==> config.mk <==
export PLATFORM = sky130hd
export DESIGN_NAME = ofcc_cordic_cell
export DESIGN_NICKNAME = d
export VERILOG_FILES = /design/src/sv/ofcc_pkg.sv /design/src/sv/ofcc_cordic_cell.sv
export SDC_FILE = /design/constraint.sdc
export NUM_CORES = 1
export LEC_CHECK = 0
export BUFFER_PORTS_ARGS = -buffer_cell sky130_fd_sc_hd__buf_4
export CORE_ASPECT_RATIO = 1.1
export CORE_MARGIN = 3
export CORE_UTILIZATION = 54
export DETAILED_ROUTE_END_ITERATION = 8
export PLACE_DENSITY = 0.82
export SYNTH_ARGS = -nofsm -noshare
export SYNTH_HDL_FRONTEND = slang
export SYNTH_SLANG_ARGS = --single-unit
==> constraint.sdc <==
create_clock -name clk -period 0.9 [get_ports clk]
set_input_delay 0.09 -clock clk [delete_from_list [all_inputs] [get_ports clk]]
set_output_delay 0.09 -clock clk [all_outputs]
set_load 0.01 [all_outputs]
==> src/sv/ofcc_pkg.sv <==
// ----------------------------------------------------------------------------
// Optical flow color coder package
// Shared constants, pipeline payload types and the color wheel function.
// ----------------------------------------------------------------------------
package ofcc_pkg;

    // Number of CORDIC rotation cells (supported range 8 to 24).
    localparam int CORDIC_STAGES = 16;

    // Widths of the datapath.
    localparam int XY_W   = 28;
    localparam int MAG_W  = 25;
    localparam int NUM_W  = MAG_W + 8;
    localparam int MM_W   = 15;

    // Inverse CORDIC gain in Q30.
    localparam logic [29:0] INV_GAIN_Q30 = 30'd652032874;

    localparam logic [31:0] HALF_TURN = 32'h8000_0000;

    // Arctangent of 2^-i as a fraction of a full turn (2^32).
    localparam logic [31:0] ATAN_TURNS [24] = '{
        32'd536870912, 32'd316933406, 32'd167458907, 32'd85004756,
        32'd42667331,  32'd21354465,  32'd10679838,  32'd5340245,
        32'd2670163,   32'd1335087,   32'd667544,    32'd333772,
        32'd166886,    32'd83443,     32'd41722,     32'd20861,
        32'd10430,     32'd5215,      32'd2608,      32'd1304,
        32'd652,       32'd326,       32'd163,       32'd81
    };

    // Payload carried through the CORDIC chain.
    typedef struct packed {
        logic                   flow_ok;
        logic                   fy_zero;
        logic                   fy_pos;
        logic                   fx_neg;
        logic signed [XY_W-1:0] x;
        logic signed [XY_W-1:0] y;
        logic [31:0]            phase;
    } cordic_data_t;

    // Payload carried through the divider chain.
    typedef struct packed {
        logic             flow_ok;
        logic [5:0]       k0;
        logic [15:0]      frac;
        logic [NUM_W-1:0] num;
        logic [MM_W-1:0]  rem;
        logic [NUM_W-1:0] quo;
    } div_data_t;

    // Color wheel entry k (0..54) for channel ch (0 red, 1 green, 2 blue).
    function automatic logic [7:0] wheel_entry(input logic [5:0] k, input logic [1:0] ch);
        int unsigned kk;
        int unsigned r;
        int unsigned g;
        int unsigned b;
        kk = int'(k);
        r = 0;
        g = 0;
        b = 0;
        if (kk < 15) begin
            r = 255; g = 255 * kk / 15; b = 0;
        end else if (kk < 21) begin
            r = 255 - 255 * (kk - 15) / 6; g = 255; b = 0;
        end else if (kk < 25) begin
            r = 0; g = 255; b = 255 * (kk - 21) / 4;
        end else if (kk < 36) begin
            r = 0; g = 255 - 255 * (kk - 25) / 11; b = 255;
        end else if (kk < 49) begin
            r = 255 * (kk - 36) / 13; g = 0; b = 255;
        end else if (kk < 55) begin
            r = 255; g = 0; b = 255 - 255 * (kk - 49) / 6;
        end
        case (ch)
            2'd0:    return 8'(r);
            2'd1:    return 8'(g);
            default: return 8'(b);
        endcase
    endfunction

endpackage

==> src/sv/ofcc_cordic_cell.sv <==
// ----------------------------------------------------------------------------
// CORDIC vectoring cell
// One registered rotation step that drives y toward zero and sums the phase.
// ----------------------------------------------------------------------------
module ofcc_cordic_cell
    import ofcc_pkg::*;
(
    input  logic         clk,
    input  logic         rst_n,
    input  logic         advance,
    input  logic [4:0]   shift,
    input  logic [31:0]  angle,
    input  logic         in_v,
    input  cordic_data_t in_d,
    output logic         out_v,
    output cordic_data_t out_d
);

    logic         valid_reg;
    cordic_data_t data_reg;
    cordic_data_t data_next;

    // Rotate toward the x axis by the arctangent of 2^-shift.
    always_comb
    begin
        data_next = in_d;
        if (in_d.y > 0)
        begin
            data_next.x     = in_d.x + (in_d.y >>> shift);
            data_next.y     = in_d.y - (in_d.x >>> shift);
            data_next.phase = in_d.phase + angle;
        end
        else
        begin
            data_next.x     = in_d.x - (in_d.y >>> shift);
            data_next.y     = in_d.y + (in_d.x >>> shift);
            data_next.phase = in_d.phase - angle;
        end
    end

    always_ff @(posedge clk or negedge rst_n)
    begin
        if (!rst_n)
            valid_reg <= 1'b0;
        else if (advance)
            valid_reg <= in_v;
    end

    always_ff @(posedge clk)
    begin
        if (advance)
            data_reg <= data_next;
    end

    assign out_v = valid_reg;
    assign out_d = data_reg;

endmodule

==> results of run 1 <==
[routing by layer]
| metal | overflow | GRT usage |
|---|---|---|
| met1 | 0 | 0.6153 |
| met2 | 21 | 0.8735 |
| met3 | 1 | 0.4127 |
| met4 | 15 | 0.6452 |
| met5 | 0 | 0.1924 |
[cells by family after synthesis]
kind of cell | Yosys count
AO/OA/AOI/OAI | 428
AND/OR/NAND/NOR | 383
XOR/XNOR | 151
multiplexers | 133
buffers and inverters | 108
adder cells (fa/ha/maj) | 95
flip-flops | 93
[stage by stage]
stage / worst slack [ns] / utilization / std cells / cell area, um2 / hold WS [ns]
after CTS: -3.725 / 0.9266 / 2519 / 21590 / 0.02805
after detailed placement: -4.473 / 0.8354 / 2418 / 19460 / -0.1320
after global placement: -4.261 / 0.8354 / 2418 / 19460 / -0.1349
after floorplan: -4.120 / - / 1391 / 13520 / -0.2056
[timing repair]
item | CTS
pin swaps | 150
buffers inserted | 82
endpoints found under the hold margin | 6
cloned | 4
endpoints found under the setup margin | 180
hold buffers | 6
resized for setup | 249
==> qor.yml, run 1 <==
placed_design:
  port_buffers: 225
  dpl.hpwl_mm: 43.57
  place.gp.congestion: 1.251
grt:
  grt_pass1_vias: 21600
  grt_overflow: 37
  grt_pass1_wl_mm: 128.2
  grt_max_degree: 35
  grtUsageTotal: 0.6379
logic_synthesis:
  syn_area_per_cell_um2: 9.341
  ys_seq_area_frac: 0.2145
  ys_ff_latch: 93
  ys_top_cells_by_count: "nor2_1 (120), a21oi_1 (104), nand2_1 (97), edfxtp_1 (92), ha_1 (92)"
  async_flop_share: 0.01075
  yosysTopAreaCell: "edfxtp_1"
  yosysTopAreaCellShare: 0.2126
  synth_area_leaders: "edfxtp_1 (21%), mux4_2 (9.9%), ha_1 (8.9%), xnor2_1 (6.0%), xor2_1 (4.2%)"
  muxShareOfSynthArea: 0.1714
  ys.flop_type: "edfxtp_1"
  synth-adder-area-share: 0.09321
  netlist_area_um2: 12990
  synth_compound_area_frac: 0.2285
  synth_most_common_cell: "nor2_1"
  synth-xor-area-share: 0.1018
  synth_top_family_by_area: "compound AO/OA/AOI/OAI gates"
  synth_edf_count: 92
  ys_warn_count: 0
  synthesis.nets: 1619
  yosysUniqueCellTypes: 102
  synth-simple-area-share: 0.1490
  postSynthCellCount: 1391
floorplan:
  io_pins: 226
  die_h_um: 168.7
  die_x_um: 153.9
  rows: 58
  start_util: 0.5578
status:
  failed_stage: "global routing"
  status: "aborted with a tool error"
  error: "[ERROR GRT-0116] Global routing finished with congestion. Check the congestion regions in the DRC Viewer."
cts:
  htree_levels: 3
  cts_buffers: 9
  cts.sinks: 93
  cts.path.max_buffers: 2
  root_buffer: "clkbuf_16"
==> run 2, diff against run 1 <==
--- a/config.mk
+++ b/config.mk
@@ -6,11 +6,10 @@
 export NUM_CORES = 1
 export LEC_CHECK = 0
 export BUFFER_PORTS_ARGS = -buffer_cell sky130_fd_sc_hd__buf_4
-export CORE_ASPECT_RATIO = 1.1
 export CORE_MARGIN = 3
-export CORE_UTILIZATION = 54
+export CORE_UTILIZATION = 39
 export DETAILED_ROUTE_END_ITERATION = 8
-export PLACE_DENSITY = 0.82
+export PLACE_DENSITY_LB_ADDON = 0.15
 export SYNTH_ARGS = -nofsm -noshare
 export SYNTH_HDL_FRONTEND = slang
 export SYNTH_SLANG_ARGS = --single-unit
==> qor.yml, run 2 <==
detailed_routing:
  met1_length_mm: 24.41
  dr.pass1.iters: 6
  met2_length_mm: 27.74
  vias_per_cell: 5.595
  maxUsedRoutingLayer: "met4"
  drtAntennaViolNets: 0
  route.met3.wl_mm: 4.141
  drc: 0
  wirelength_mm: 57.80
  wl_per_cell_um: 21.22
  vias: 15240
  drt_iter0_drc: 1069
worst_setup_path:
  ff2ff_setup_slack_ns: 0.14
  reg2reg_depth: 1
  crit_type: "input pin to register"
  critical_path.startpoint_type: "input pin"
  cp.arrival_ns: 4.80
  cp_max_fo: 8
  crit_top_cell: "o21ai_2"
  cp_slowest_stage_delay_ns: 0.59
  critPathRequiredTime_ns: 1.03
  path_cells: "buf_16 > mux4_2 > buf_6 > mux2i_1 > a221o_1 > o211ai_2 > or4_4 > or3_4 > o31ai_4 > xor2_1 > ha_1 > a21o_1 > a2111oi_4 > o21ai_2 > a22o_1 > a311oi_2 > o21ba_2 > o21ai_2 > a31o_2 > xnor2_1"
  slowest_stage: "or4_4"
  end_kind: "register"
grt:
  grtUsageTotal: 0.3123
  antenna_found_initial: 0
  grt_max_degree: 35
  grt_pass1_vias: 15340
  grt_overflow: 0
  grt_pass1_wl_mm: 87.29
finish:
  largest_reg_flops: 92
  final_cell_mix: "buf_4 (776), buf_6 (130), nor2_1 (98)"
  nets: 2505
  area_delta_synth_final_pct: 76.39
  final_common_cell: "buf_4"
  drive_above_1_share: 0.5706
  antenna_cells: 0
  fin_cells: 2724
  fillers: 2560
pwr:
  ir_worst_vdd_mv: 1.089
  powerDensity_nw_per_um2: 1368
  power.leakage_nw: 10.22
cts:
  cts.path.max_buffers: 2  # unchanged
  cts_tree: "yes"
  clkTransAtPathRegs_ns: 0.07
  root_buffer: "clkbuf_16"
  htree_levels: 3  # unchanged
  cts_buffers: 9  # unchanged
  cts.sinks: 93  # unchanged
  clk_latency_ns: 0.38
logic_synthesis:
  ys_seq_area_frac: 0.2145  # unchanged
  ys_ff_latch: 93  # unchanged
  netlist_area_um2: 12990  # unchanged
  ys.flop_type: "edfxtp_1"
  ys_warn_count: 0  # unchanged
  synth_most_common_cell: "nor2_1"
  synthesis.nets: 1619  # unchanged
  ys_top_cells_by_count: "nor2_1 (120), a21oi_1 (104), nand2_1 (97), edfxtp_1 (92), ha_1 (92)"
  synth_area_leaders: "edfxtp_1 (21%), mux4_2 (9.9%), ha_1 (8.9%), xnor2_1 (6.0%), xor2_1 (4.2%)"
  postSynthCellCount: 1391  # unchanged
  yosysTopAreaCell: "edfxtp_1"
  syn_area_per_cell_um2: 9.341  # unchanged
  async_flop_share: 0.01075  # unchanged
  synth_edf_count: 92  # unchanged
  yosysUniqueCellTypes: 102  # unchanged
  yosysTopAreaCellShare: 0.2126  # unchanged
timing:
  slew-limit-headroom: 0.5769
  finalCritPeriodShare: 5.185
  drv_slew: 0
  fmaxAchievable_mhz: 214.3
  worst_slew_pin_slew_ns: 0.6308
  rsz0062_at_grt: "yes"
  period_minus_slack_ns: 4.666
  setup_ws_ns: -3.766
  setup_violations: 180
  finClkSkew_ns: 0
  hold_violations: 0
  fin_hold_ws_ns: 0.02234
placed_design:
  dp.cells: 2602  # +7.6%
  port_buffers: 225  # unchanged
  dpl.hpwl_mm: 44.97  # +3.2%
  place.gp.congestion: 1.017  # -19%
status:
  violations: "setup timing"
  status: "complete, but fails checks"
hold_path:
  min_path_type: "input pin to asynchronous set/reset pin"
floorplan:
  die_x_um: 188.5  # +23%
  die_h_um: 188.5  # +12%
  start_util: 0.3973  # -0.1604
  core_area_um2: 32700
  io_pins: 226  # unchanged
  die_area_um2: 35540
  rows: 66  # +14%
run:
  drv_cap: 0
[run 2: cell counts after synthesis]
Identical to the previous run, type by type.
[run 2: critical path: cells and delay by family]
kind / cells / cell delay, ns
AO/OA/AOI/OAI: 11 / 2.12
AND/OR/NAND/NOR: 2 / 0.98
multiplexers: 2 / 0.70
XOR/XNOR: 2 / 0.36
adder cells (fa/ha/maj): 1 / 0.29
buffers and inverters: 2 / 0.26
[run 2: cells by family (layout without fill, tap and decap cells)]
| kind of cell | count (synthesis) | count (layout) | synth area share |
|---|---|---|---|
| fa+ha+maj | 95 | 95 | 0.09321 |
| compound gates | 428 | 428 | 0.2285 |
| mux | 133 | 133 | 0.1714 |
| simple gates | 383 | 383 | 0.1490 |
| xor+xnor | 151 | 151 | 0.1018 |
| buf+inv | 108 | 999 | 0.04160 |
| flops | 93 | 93 | 0.2145 |
[run 2: worst paths after layout]
path / from / endpoint
worst min register to register: out_v / out_v
worst min-delay path: rst_n / out_v
max in group asynchronous: rst_n / out_v
min in group clk: advance / out_d[1]
worst max-delay path: shift[0] / out_d[59]
worst max register to register: out_v / out_v
[run 2: cell type report]
cell class	instances	area, um2	area share
repair buffers	944	8035	0.3506
inverters	39	156.4	0.006824
flip-flops and latches	93	2788	0.1216
clock inverters	3	21.27	0.0009280
multi-input cells	1190	11110	0.4846
well taps	442	553.0	0.02413
clock buffers	13	260.3	0.01135
[run 2: power by group]
| group | switching [W] | internal (W) | leakage [nW] | total (W) |
|---|---|---|---|---|
| logic | 0.00947 | 0.0113 | 9.17 | 0.0208 |
| clock network | 0.00179 | 0.00203 | 0.136 | 0.00381 |
| registers | 0.000445 | 0.00630 | 0.912 | 0.00675 |
| total | 0.0117 | 0.0196 | 10.2 | 0.0313 |
[run 2: through the flow]
stage	power, W	utilization	area (um2)	setup WS, ns	setup TNS, ns
floorplan	0.01540	-	13520	-4.120	-231.85
detailed placement	0.02393	0.6115	20000	-4.493	-286.94
global route	0.03314	0.7009	22920	-3.876	-255.67
CTS	0.02974	0.6713	21950	-3.721	-237.05
global placement	0.02373	0.6115	20000	-4.479	-283.70
finish	0.03134	0.7009	22920	-3.766	-241.65
[run 2: metal layers]
layer	global-route usage	vias to the layer above
li1	-	7136
met1	0.4203	7391
met2	0.5257	620
met3	0.04688	93
met4	0.08450	0
met5	0	-
[run 2: what timing repair did]
item,in CTS,in global routing
setup buffers,66,40
cloned,6,1
endpoints found under the setup margin,180,180
endpoints found under the hold margin,6,0
pin swaps,91,110
gates resized for setup,234,155
hold buffers,6,0
Power figures use the tool's default switching activity.
