**src/sv/ofcc_pkg.sv**
```systemverilog
// ----------------------------------------------------------------------------
// Optical flow color coder package
// Shared constants, pipeline payload types and the color wheel function.
// ----------------------------------------------------------------------------
package ofcc_pkg;

    // Number of CORDIC rotation cells (supported range 8 to 24).
    localparam int CORDIC_STAGES = 16;

    // Widths of the datapath.
    localparam int XY_W   = 28;
    localparam int MAG_W  = 25;
    localparam int NUM_W  = MAG_W + 8;
    localparam int MM_W   = 15;

    // Inverse CORDIC gain in Q30.
    localparam logic [29:0] INV_GAIN_Q30 = 30'd652032874;

    localparam logic [31:0] HALF_TURN = 32'h8000_0000;

    // Arctangent of 2^-i as a fraction of a full turn (2^32).
    localparam logic [31:0] ATAN_TURNS [24] = '{
        32'd536870912, 32'd316933406, 32'd167458907, 32'd85004756,
        32'd42667331,  32'd21354465,  32'd10679838,  32'd5340245,
        32'd2670163,   32'd1335087,   32'd667544,    32'd333772,
        32'd166886,    32'd83443,     32'd41722,     32'd20861,
        32'd10430,     32'd5215,      32'd2608,      32'd1304,
        32'd652,       32'd326,       32'd163,       32'd81
    };

    // Payload carried through the CORDIC chain.
    typedef struct packed {
        logic                   flow_ok;
        logic                   fy_zero;
        logic                   fy_pos;
        logic                   fx_neg;
        logic signed [XY_W-1:0] x;
        logic signed [XY_W-1:0] y;
        logic [31:0]            phase;
    } cordic_data_t;

    // Payload carried through the divider chain.
    typedef struct packed {
        logic             flow_ok;
        logic [5:0]       k0;
        logic [15:0]      frac;
        logic [NUM_W-1:0] num;
        logic [MM_W-1:0]  rem;
        logic [NUM_W-1:0] quo;
    } div_data_t;

    // Color wheel entry k (0..54) for channel ch (0 red, 1 green, 2 blue).
    function automatic logic [7:0] wheel_entry(input logic [5:0] k, input logic [1:0] ch);
        int unsigned kk;
        int unsigned r;
        int unsigned g;
        int unsigned b;
        kk = int'(k);
        r = 0;
        g = 0;
        b = 0;
        if (kk < 15) begin
            r = 255; g = 255 * kk / 15; b = 0;
        end else if (kk < 21) begin
            r = 255 - 255 * (kk - 15) / 6; g = 255; b = 0;
        end else if (kk < 25) begin
            r = 0; g = 255; b = 255 * (kk - 21) / 4;
        end else if (kk < 36) begin
            r = 0; g = 255 - 255 * (kk - 25) / 11; b = 255;
        end else if (kk < 49) begin
            r = 255 * (kk - 36) / 13; g = 0; b = 255;
        end else if (kk < 55) begin
            r = 255; g = 0; b = 255 - 255 * (kk - 49) / 6;
        end
        case (ch)
            2'd0:    return 8'(r);
            2'd1:    return 8'(g);
            default: return 8'(b);
        endcase
    endfunction

endpackage

```
**src/sv/ofcc_div_cell.sv**
```systemverilog
// ----------------------------------------------------------------------------
// Restoring divider cell
// Produces one quotient bit of the radius division per registered step.
// ----------------------------------------------------------------------------
module ofcc_div_cell
    import ofcc_pkg::*;
(
    input  logic            clk,
    input  logic            rst_n,
    input  logic            advance,
    input  logic [MM_W-1:0] divisor,
    input  logic            in_v,
    input  div_data_t       in_d,
    output logic            out_v,
    output div_data_t       out_d
);

    logic            valid_reg;
    div_data_t       data_reg;
    div_data_t       data_next;
    logic [MM_W:0]   trial;
    logic            ge;

    // Bring down the next numerator bit and subtract when it fits.
    always_comb
    begin
        trial          = {in_d.rem, in_d.num[NUM_W-1]};
        ge             = (trial >= {1'b0, divisor});
        data_next      = in_d;
        data_next.rem  = ge ? MM_W'(trial - {1'b0, divisor}) : trial[MM_W-1:0];
        data_next.quo  = {in_d.quo[NUM_W-2:0], ge};
        data_next.num  = {in_d.num[NUM_W-2:0], 1'b0};
    end

    always_ff @(posedge clk or negedge rst_n)
    begin
        if (!rst_n)
            valid_reg <= 1'b0;
        else if (advance)
            valid_reg <= in_v;
    end

    always_ff @(posedge clk)
    begin
        if (advance)
            data_reg <= data_next;
    end

    assign out_v = valid_reg;
    assign out_d = data_reg;

endmodule

```
**config.mk**
```make
export PLATFORM = sky130hd
export DESIGN_NAME = ofcc_div_cell
export DESIGN_NICKNAME = d
export VERILOG_FILES = /design/src/sv/ofcc_pkg.sv /design/src/sv/ofcc_div_cell.sv
export SDC_FILE = /design/constraint.sdc
export NUM_CORES = 1
export LEC_CHECK = 0
export BUFFER_PORTS_ARGS = -buffer_cell sky130_fd_sc_hd__buf_2
export CORE_MARGIN = 2
export CORE_UTILIZATION = 40
export CTS_CLUSTER_SIZE = 25
export DETAILED_ROUTE_END_ITERATION = 7
export PLACE_DENSITY = 0.79
export REMOVE_ABC_BUFFERS = 1
export SLEW_MARGIN = 10
export SYNTH_ARGS = -nofsm -noshare
export SYNTH_HDL_FRONTEND = slang
export SYNTH_SLANG_ARGS = --single-unit
```
**constraint.sdc**
```tcl
create_clock -name clk -period 1.5 [get_ports clk]
set_input_delay 0.3 -clock clk [delete_from_list [all_inputs] [get_ports clk]]
set_output_delay 0.3 -clock clk [all_outputs]
set_load 0.1 [all_outputs]
```
==> results of run 1 <==
==> power by group <==
part | switching (mW) | leakage [nW] | internal (mW)
Sequential | 0.0695 | 1.02 | 3.50
Combinational | 2.41 | 1.75 | 0.720
Clock | 0.924 | 0.0942 | 0.765
Total | 3.40 | 2.86 | 4.98
==> final cells by class <==
type / count / area (um2)
Multi-Input combinational cell: 112 / 1030
Sequential cell: 104 / 3120
Fill cell: 843 / 4080
Clock buffer: 10 / 128
Timing Repair Buffer: 282 / 1620
Inverter: 18 / 70.1
Clock inverter: 5 / 56.3
Tap cell: 136 / 170
==> routing by layer <==
| metal | part of all wire, % | GRT usage (%) | routed length (um) | up-vias |
|---|---|---|---|---|
| li1 | - | - | - | 1480 |
| met2 | 55 | 35.9 | 6170 | 127 |
| met5 | 0 | 0 | 0 | - |
| met1 | 35 | 19.8 | 3980 | 1471 |
| met3 | 8.0 | 5.52 | 906 | 16 |
| met4 | 2.1 | 6.96 | 233 | 0 |
==> stage by stage <==
step	worst slack (ps)	hold WS (ps)	setup TNS (ps)	total power, mW	cell area (um2)
floorplan	-1450	4.41	-21980	5.96	4170
global placement	-1330	75.8	-20180	6.63	5850
detailed placement	-1390	76.7	-21260	6.68	5850
CTS	-790	86.1	-11980	8.41	6150
global route	-831	81.9	-12570	8.65	6190
finish	-791	107	-12020	8.38	6190
==> critical path, cell delays in order <==
cell and delay (ps):
buf_6 70, inv_4 30, ha_4 150, fa_2 340, nand2b_4 160, a21oi_4 130
nor2_2 70, o21a_4 210, o31a_4 110, o31ai_4 320, buf_6 190, mux2_4 300
==> path summary, 6_finish.rpt <==
| check | to | start | depth (start not counted) |
|---|---|---|---|
| setup / recovery | out_d[38] | in_d[80] | 12 |
| hold / removal | out_d[94] | in_d[94] | 1 |
| setup reg to reg | out_v | out_v | 1 |
| hold reg to reg | out_v | out_v | 1 |
| max in group asynchronous | out_v | rst_n | 2 |
| min in group asynchronous | out_v | rst_n | 2 |
==> timing repair <==
item / in CTS / in global routing
pin swaps: 7 / 6
gates resized for setup: 20 / 2
hold endpoints to repair: 1 / 0
hold buffers: 1 / 0
setup endpoints to repair: 18 / 18
buffers inserted: 3 / 5
==> synthesized netlist by cell type, types with 2 or more instances <==
cell / number / share of area, %
nor4b_1: 2 / 0.42
nand3b_1: 3 / 0.54
o21a_1: 2 / 0.36
mux2_4: 7 / 2.5
edfxtp_1: 103 / 74
a21oi_1: 10 / 1.2
o21bai_1: 2 / 0.36
nor2b_1: 3 / 0.45
o211ai_1: 2 / 0.36
nor2_1: 6 / 0.54
inv_1: 18 / 1.6
nand2b_1: 2 / 0.30
a21o_1: 6 / 1.1
mux2i_1: 3 / 0.71
nand3_1: 3 / 0.36
ha_1: 15 / 4.5
nand2_1: 7 / 0.62
clkbuf_1: 2 / 0.18
xor2_1: 2 / 0.42
o21ai_0: 6 / 0.71
xnor2_1: 8 / 1.7
mux2_2: 7 / 1.9
==> state kept, by name (all words and copies together) (netlist names) <==
name / cells
out_d: 103
out_v: 1
==> kinds of logic (layout without fill, tap and decap cells) <==
| family | count (synthesis) | count (layout) | synth area share, % |
|---|---|---|---|
| flops | 104 | 104 | 74.1 |
| compound gates | 37 | 37 | 6.99 |
| simple gates | 31 | 31 | 4.13 |
| buf+inv | 23 | 315 | 2.56 |
| mux | 17 | 17 | 5.09 |
| fa+ha+maj | 16 | 16 | 4.94 |
| xor+xnor | 10 | 10 | 2.08 |
| other cells | 1 | 1 | 0.0891 |
==> impl_metrics.py, run 1 <==
metrics = {
    "status": {
        "outcome": "complete, but fails checks",
        "violations": "negative setup slack",
    },
    "sta": {
        "layout_setup_ws_ps": -791,
        "hold_viol": 0,
        "finalSetupViolCount": 16,
        "post-route-period-util_pct": 153,
        "post-route-min-period_ps": 2290,
        "skew_ps": 0,
        "slew_headroom_pct": 65.3,
        "rsz0062_at_grt": "true",
        "maxSlewViolCount": 0,
        "max_freq_ghz": 0.436,
        "max_slew.worst_pin.slew_ps": 524,
    },
    "finish": {
        "diodes": 0,
        "drive_gt1_share_pct": 60.1,
        "postLayoutCoreUtil_pct": 60.3,
        "final_cells": 667,
        "final_cell_mix": "buf_2, edfxtp_1, buf_4, inv_1, ha_1",
        "layout_commonest_cell": "buf_2",
        "finalNetCount": 666,
        "area_delta_synth_final_pct": 47.2,
    },
    "worst_setup_path": {
        "endpoint_kind": "flop",
        "crit_type": "in -> reg",
        "cp_max_fo": 6,
        "crit_arrival_ps": 2410,
        "critical_path_required_ps": 1620,
        "cp-start-kind": "primary input",
        "rrSetupSlack_ps": 740,
    },
    "clock_network": {
        "cts_made_buffers": 9,
        "clk_latency_ps": 360,
        "h-tree-depth": 3,
        "cts_sinks": 104,
        "cts_root_buf": "clkbuf_8",
        "cts_tree": "yes",
        "cts_buffer_depth": 2,
        "clkTransAtPathRegs_ps": 100,
    },
    "floorplanning": {
        "dieHeight_um": 107,
        "die_x_um": 107,
        "start_util_pct": 40.9,
        "core_um2": 10300,
        "ioPinCount": 228,
        "die_area_um2": 11400,
        "rows": 37,
    },
    "logic_synthesis": {
        "ys_types": 42,
        "avgSynthCellArea_um2": 17.6,
        "ys_seq_area_share_pct": 74.1,
        "syn_inst": 239,
        "async_flop_share_pct": 0.962,
        "syn_area_um2": 4210,
        "synth_warnings": 0,
        "synth-edff-count": 103,
        "ys_ff_latch": 104,
        "ys.flop_type": "edfxtp_1",
    },
    "routing": {
        "drc": 0,
        "wire_per_inst_um": 16.9,
        "drt_iter0_markers": 173,
        "ant_nets": 0,
        "vias_per_cell": 4.64,
        "drt_pass1_iterations": 6,
        "vias": 3094,
        "drt_wl_total_um": 11300,
    },
    "place": {
        "gp_congestion": 0.861,
        "dp.cells": 643,
        "place.port_buffers": 225,
        "hpwlAfterDp_um": 8920,
    },
    "global_routing": {
        "antenna_found_initial": 0,
        "grt_overflow": 0,
        "grt_max_degree": 45,
        "grt_use_total_pct": 19.0,
        "grt_pass1_wl_um": 15900,
        "grt_pass1_vias": 3043,
    },
    "power": {
        "power.density_nw_per_um2": 1350,
        "vdd_drop_max_uv": 682,
        "leakagePower_nw": 2.86,
    },
    "run": {
        "maxCapViolations": 0,
    },
    "hold_path": {
        "hold_class": "in -> reg",
    },
}
Note: power is estimated with default switching activity, not from simulation.
==> run 2: changes to the inputs <==
- CORE_UTILIZATION: 40 -> 39
- PLACE_DENSITY: 0.79 -> 0.77
==> run 2 against run 1 <==
Effect of this change: the flow still finishes with violations (negative setup slack); first-iteration DRC count decreased by 2.3%; non-clock buffer count decreased by 1; register-to-register slack about the same; critical path type unchanged; die area increased by 2.5%.
==> impl_metrics.py, run 2 (same netlist as run 1, synthesis figures left out) <==
metrics = {
    "sta": {
        "rsz0062_at_grt": "true",
        "finalSetupTns_ps": -11230,
        "whs_ps": 107,
        "finalSetupViolCount": 16,
        "post-route-min-period_ps": 2240,
        "hold_viol": 0,
        "slew_headroom_pct": 65.9,
        "max_freq_ghz": 0.447,
        "layout_setup_ws_ps": -736,
        "max_slew.worst_pin.slew_ps": 515,
        "skew_ps": 0,
        "post-route-period-util_pct": 149,
        "maxSlewViolCount": 0,
    },
    "run": {
        "maxCapViolations": 0,
    },
    "finish": {
        "multi_input_area_um2": 1040,
        "diodes": 0,
        "drive_gt1_share_pct": 60.3,
        "seq_area_um2": 3120,
        "area_delta_synth_final_pct": 46.8,
        "finalNetCount": 665,
        "postLayoutCoreUtil_pct": 59.3,
        "largest_reg_flops": 103,
        "fillers": 817,
        "layout_commonest_cell": "buf_2",
        "final_cell_mix": "buf_2, edfxtp_1, buf_4, inv_1, ha_1",
        "final_cell_area_um2": 6180,
        "final_cells": 667,
    },
    "place": {
        "hpwlAfterDp_um": 8890,
        "place_area_um2": 5880,
        "gp_congestion": 0.840,
        "preCtsSetupSlack_ps": -1380,
        "dp.cells": 648,
        "place.port_buffers": 225,
    },
    "floorplanning": {
        "start_util_pct": 40.4,
        "core_um2": 10400,
        "rows": 37,
        "die_area_um2": 11600,
        "ioPinCount": 228,
        "die_x_um": 108,
        "dieHeight_um": 108,
    },
    "clock_network": {
        "clkTransAtPathRegs_ps": 100,
        "cts_root_buf": "clkbuf_8",
        "cts_sinks": 104,
        "cts_buffer_depth": 2,
        "cts_made_buffers": 9,
        "clk_latency_ps": 350,
        "cts_tree": "yes",
        "h-tree-depth": 3,
    },
    "hold_path": {
        "hold_class": "in -> reg",
    },
    "power": {
        "leakagePower_nw": 2.85,
        "p_sw_share_pct": 40.7,
        "comb_power_share_pct": 37.0,
        "p_switching_mw": 3.41,
        "total_power_mw": 8.38,
        "p_clk_share_pct": 20.6,
        "p_seq_share_pct": 42.5,
        "vdd_drop_max_uv": 671,
        "p_int_mw": 4.97,
        "power.density_nw_per_um2": 1360,
    },
    "routing": {
        "drc": 0,
        "drt_pass1_iterations": 4,
        "ant_nets": 0,
        "drt_iter0_markers": 169,
        "vias_per_cell": 4.58,
        "wire_per_inst_um": 16.5,
        "drt_wl_total_um": 11000,
        "vias": 3058,
    },
    "global_routing": {
        "grt_pass1_vias": 3014,
        "grt_max_degree": 35,
        "antenna_found_initial": 0,
        "grt_overflow": 0,
        "grt_use_total_pct": 18.2,
        "grt_pass1_wl_um": 15600,
    },
    "worst_setup_path": {
        "critical_path_required_ps": 1620,
        "endpoint_kind": "flop",
        "cp_max_fo": 8,
        "rrSetupSlack_ps": 750,
        "cp-start-kind": "primary input",
        "crit_type": "in -> reg",
        "crit_arrival_ps": 2360,
    },
    "status": {
        "outcome": "complete, but fails checks",
        "violations": "negative setup slack",
    },
}
==> run 2: cell types whose count changed in the layout (fill, tap and decap cells not counted), sizes merged <==
cell,change
clkinvlp,+1
inv,+1
clkbuf,-2
==> run 2: cell type report <==
type,count,share of cell area [%]
Sequential cell,104,50.5
Timing Repair Buffer,281,25.7
Multi-Input combinational cell,112,16.8
Tap cell,136,2.76
Clock buffer,9,2.01
Clock inverter,7,1.13
Inverter,18,1.13
==> run 2: final timing paths <==
path / start / endpoint / cells after the start
min: in_d[82] / out_d[82] / 1
min in group asynchronous: rst_n / out_v / 2
max: in_d[80] / out_d[37] / 12
max reg2reg: out_v / out_v / 1
max in group asynchronous: rst_n / out_v / 2
min reg2reg: out_v / out_v / 1
==> run 2: power groups by stage <==
stage               sequential, mW  combinational (mW)  clock (mW)
finish                        3.56                3.10        1.73
global route                  3.58                3.21        1.88
CTS                           3.56                3.11        1.78
detailed placement            3.63                3.05           0
global placement              3.62                3.02           0
floorplan                     5.53               0.432           0
==> run 2: timing repair <==
item                                    4_1_cts  5_1_grt
buffers inserted                              1        1
pin swaps                                     7        3
resized for setup                            17        2
hold buffers                                  1        0
endpoints found under the hold margin         1        0
endpoints found under the setup margin       16       17
==> run 2: metal layers <==
metal	part of all wire [%]	vias to the layer above	track usage [%]	routed length, um
li1	-	1477	-	-
met1	37	1447	20.7	4130
met2	54	124	33.0	5920
met3	7.4	10	4.60	820
met4	1.3	0	6.41	144
met5	0	-	0	0
==> run 2: critical path, cell delays in order <==
cell and delay (ps):
buf_6 70, inv_4 30, ha_4 150, fa_2 340, nand2b_4 160, a21oi_4 140
nor2_2 60, o21a_4 200, o31a_4 110, o31ai_4 270, buf_6 200, mux2_4 310
==> run 3: changes to the inputs <==
- PLACE_DENSITY: 0.77 -> 0.8
- clock period: 1.5 -> 1.85 ns (I/O delays scaled with it)
==> run 3 against run 2 <==
Effect of this change: the flow still finishes with violations (negative setup slack); flip-flop and latch count stayed put; sequential power is 19% lower; wire length is 5.8% higher; die area stayed put; utilization hardly changed; clock power is 25% lower; highest routed layer unchanged.
==> impl_metrics.py, run 3 (same netlist as run 1, synthesis figures left out) <==
metrics = {
    "global_routing": {
        "antenna_found_initial": 0,
        "grt_max_degree": 45,
        "grt_pass1_wl_um": 16500,
        "grt_pass1_vias": 3133,
        "grt_overflow": 0,
        "grt_use_total_pct": 19.4,
    },
    "routing": {
        "drc": 0,
        "drt_wl_total_um": 11700,
        "drt_pass1_iterations": 4,
        "vias": 3142,
        "top_layer_used": "met4",
        "vias_per_cell": 4.70,
        "wire_per_inst_um": 17.4,
        "drt_iter0_markers": 183,
        "ant_nets": 0,
        "wl_met3_um": 920,
        "met1_length_um": 4040,
        "met2WireLength_um": 6550,
    },
    "sta": {
        "maxSlewViolCount": 0,
        "finalSetupViolCount": 16,
        "hold_viol": 0,
        "slew_headroom_pct": 65.1,
        "max_slew.worst_pin.slew_ps": 527,
        "post-route-period-util_pct": 125,
        "post-route-min-period_ps": 2320,
        "layout_setup_ws_ps": -472,
        "rsz0062_at_grt": "true",
        "max_freq_ghz": 0.431,
        "skew_ps": 0,
    },
    "clock_network": {
        "h-tree-depth": 3,
        "cts_root_buf": "clkbuf_8",
        "cts_made_buffers": 9,
        "cts_tree": "yes",
        "cts_buffer_depth": 2,
        "cts_sinks": 104,
        "clk_latency_ps": 360,
        "clkTransAtPathRegs_ps": 100,
    },
    "place": {
        "hpwlAfterDp_um": 9270,
        "dp.cells": 648,
        "gp_congestion": 0.803,
        "place.port_buffers": 225,
        "preCtsSetupSlack_ps": -1070,
    },
    "floorplanning": {
        "ioPinCount": 228,
        "rows": 37,
        "start_util_pct": 40.4,
        "die_area_um2": 11600,
        "dieHeight_um": 108,
        "core_um2": 10400,
        "die_x_um": 108,
    },
    "finish": {
        "postLayoutCoreUtil_pct": 59.3,
        "area_delta_synth_final_pct": 46.7,
        "final_cells": 669,
        "largest_reg_flops": 103,
        "diodes": 0,
        "final_cell_mix": "buf_2, edfxtp_1, buf_4, inv_1, ha_1",
        "finalNetCount": 667,
        "fillers": 844,
        "drive_gt1_share_pct": 60.8,
        "layout_commonest_cell": "buf_2",
    },
    "worst_setup_path": {
        "cp_common_cell": "buf_6",
        "crit_type": "in -> reg",
        "cp_max_fo": 8,
        "cp-start-kind": "primary input",
        "critical_path_required_ps": 1970,
        "endpoint_kind": "flop",
        "path_cells": "buf_6 -> inv_4 -> ha_4 -> fa_2 -> nand2b_4 -> a21oi_4 -> nor2_2 -> o21a_4 -> o31a_4 -> o31ai_4 -> buf_6 -> mux2_4",
        "crit_arrival_ps": 2440,
        "slowest_stage": "fa_2",
        "slowest_delay_ps": 340,
    },
    "power": {
        "p_sw_share_pct": 41.8,
        "p_int_mw": 3.91,
        "power.density_nw_per_um2": 1090,
        "p_switching_mw": 2.81,
        "vdd_drop_max_uv": 592,
        "p_clk_share_pct": 19.3,
        "comb_power_share_pct": 37.7,
        "leakagePower_nw": 2.85,
        "total_power_mw": 6.73,
        "p_seq_share_pct": 43.0,
    },
    "run": {
        "maxCapViolations": 0,
    },
    "status": {
        "outcome": "complete, but fails checks",
        "violations": "negative setup slack",
    },
    "hold_path": {
        "hold_class": "in -> reg",
    },
}
## run 3: cell type report
type                       count  area [um2]  share of cell area (%)
inverter                      18        70.1                    1.14
sequential                   104        3120                    50.5
tap                          136         170                    2.76
multi-input combinational    112        1040                    16.8
clock inverter                 7        53.8                   0.872
clock buffer                   9         124                    2.01
timing repair buffer         283        1600                    25.9
## run 3: critical path, delay by kind of cell
family	cells	cell delay (ps)
AO/OA/AOI/OAI	4	710
adder cells (fa/ha/maj)	2	500
buffers and inverters	3	320
multiplexers	1	310
AND/OR/NAND/NOR	2	220
## run 3: worst paths after layout
kind,from,endpoint,slack [ps],depth (start not counted)
max,in_d[80],out_d[45],-470,12
min,in_d[99],out_d[99],180,1
max reg2reg,out_v,out_v,1110,1
min reg2reg,out_v,out_v,520,1
max in group asynchronous,rst_n,out_v,1470,2
min in group asynchronous,rst_n,out_v,300,2
## run 3: per-layer routing
metal / vias up / track usage (%)
li1: 1482 / -
met1: 1526 / 20.3
met2: 123 / 37.2
met3: 11 / 5.75
met4: 0 / 5.49
met5: - / 0
## run 3: repair_timing
action | 4_1_cts | 5_1_grt
hold endpoints to repair | 1 | 0
buffers inserted | 4 | 0
setup endpoints to repair | 16 | 16
gates resized for setup | 17 | 1
hold buffers | 1 | 0
pin swaps | 7 | 3
## run 3: stage by stage
step                instance area [um2]  setup TNS (ps)  hold slack [ps]
floorplan                          4170          -17500             74.4
global route                       6170           -7270              141
global placement                   5880          -15800              144
CTS                                6170           -6350              155
finish                             6170           -6900              175
detailed placement                 5880          -16170              147
## run 3: power groups by stage
stage | logic [mW] | clock network [mW] | registers [mW]
after floorplan | 0.350 | 0 | 4.48
after global placement | 2.45 | 0 | 2.94
after detailed placement | 2.49 | 0 | 2.95
after CTS | 2.54 | 1.32 | 2.90
after global routing | 2.62 | 1.42 | 2.92
final | 2.54 | 1.30 | 2.89
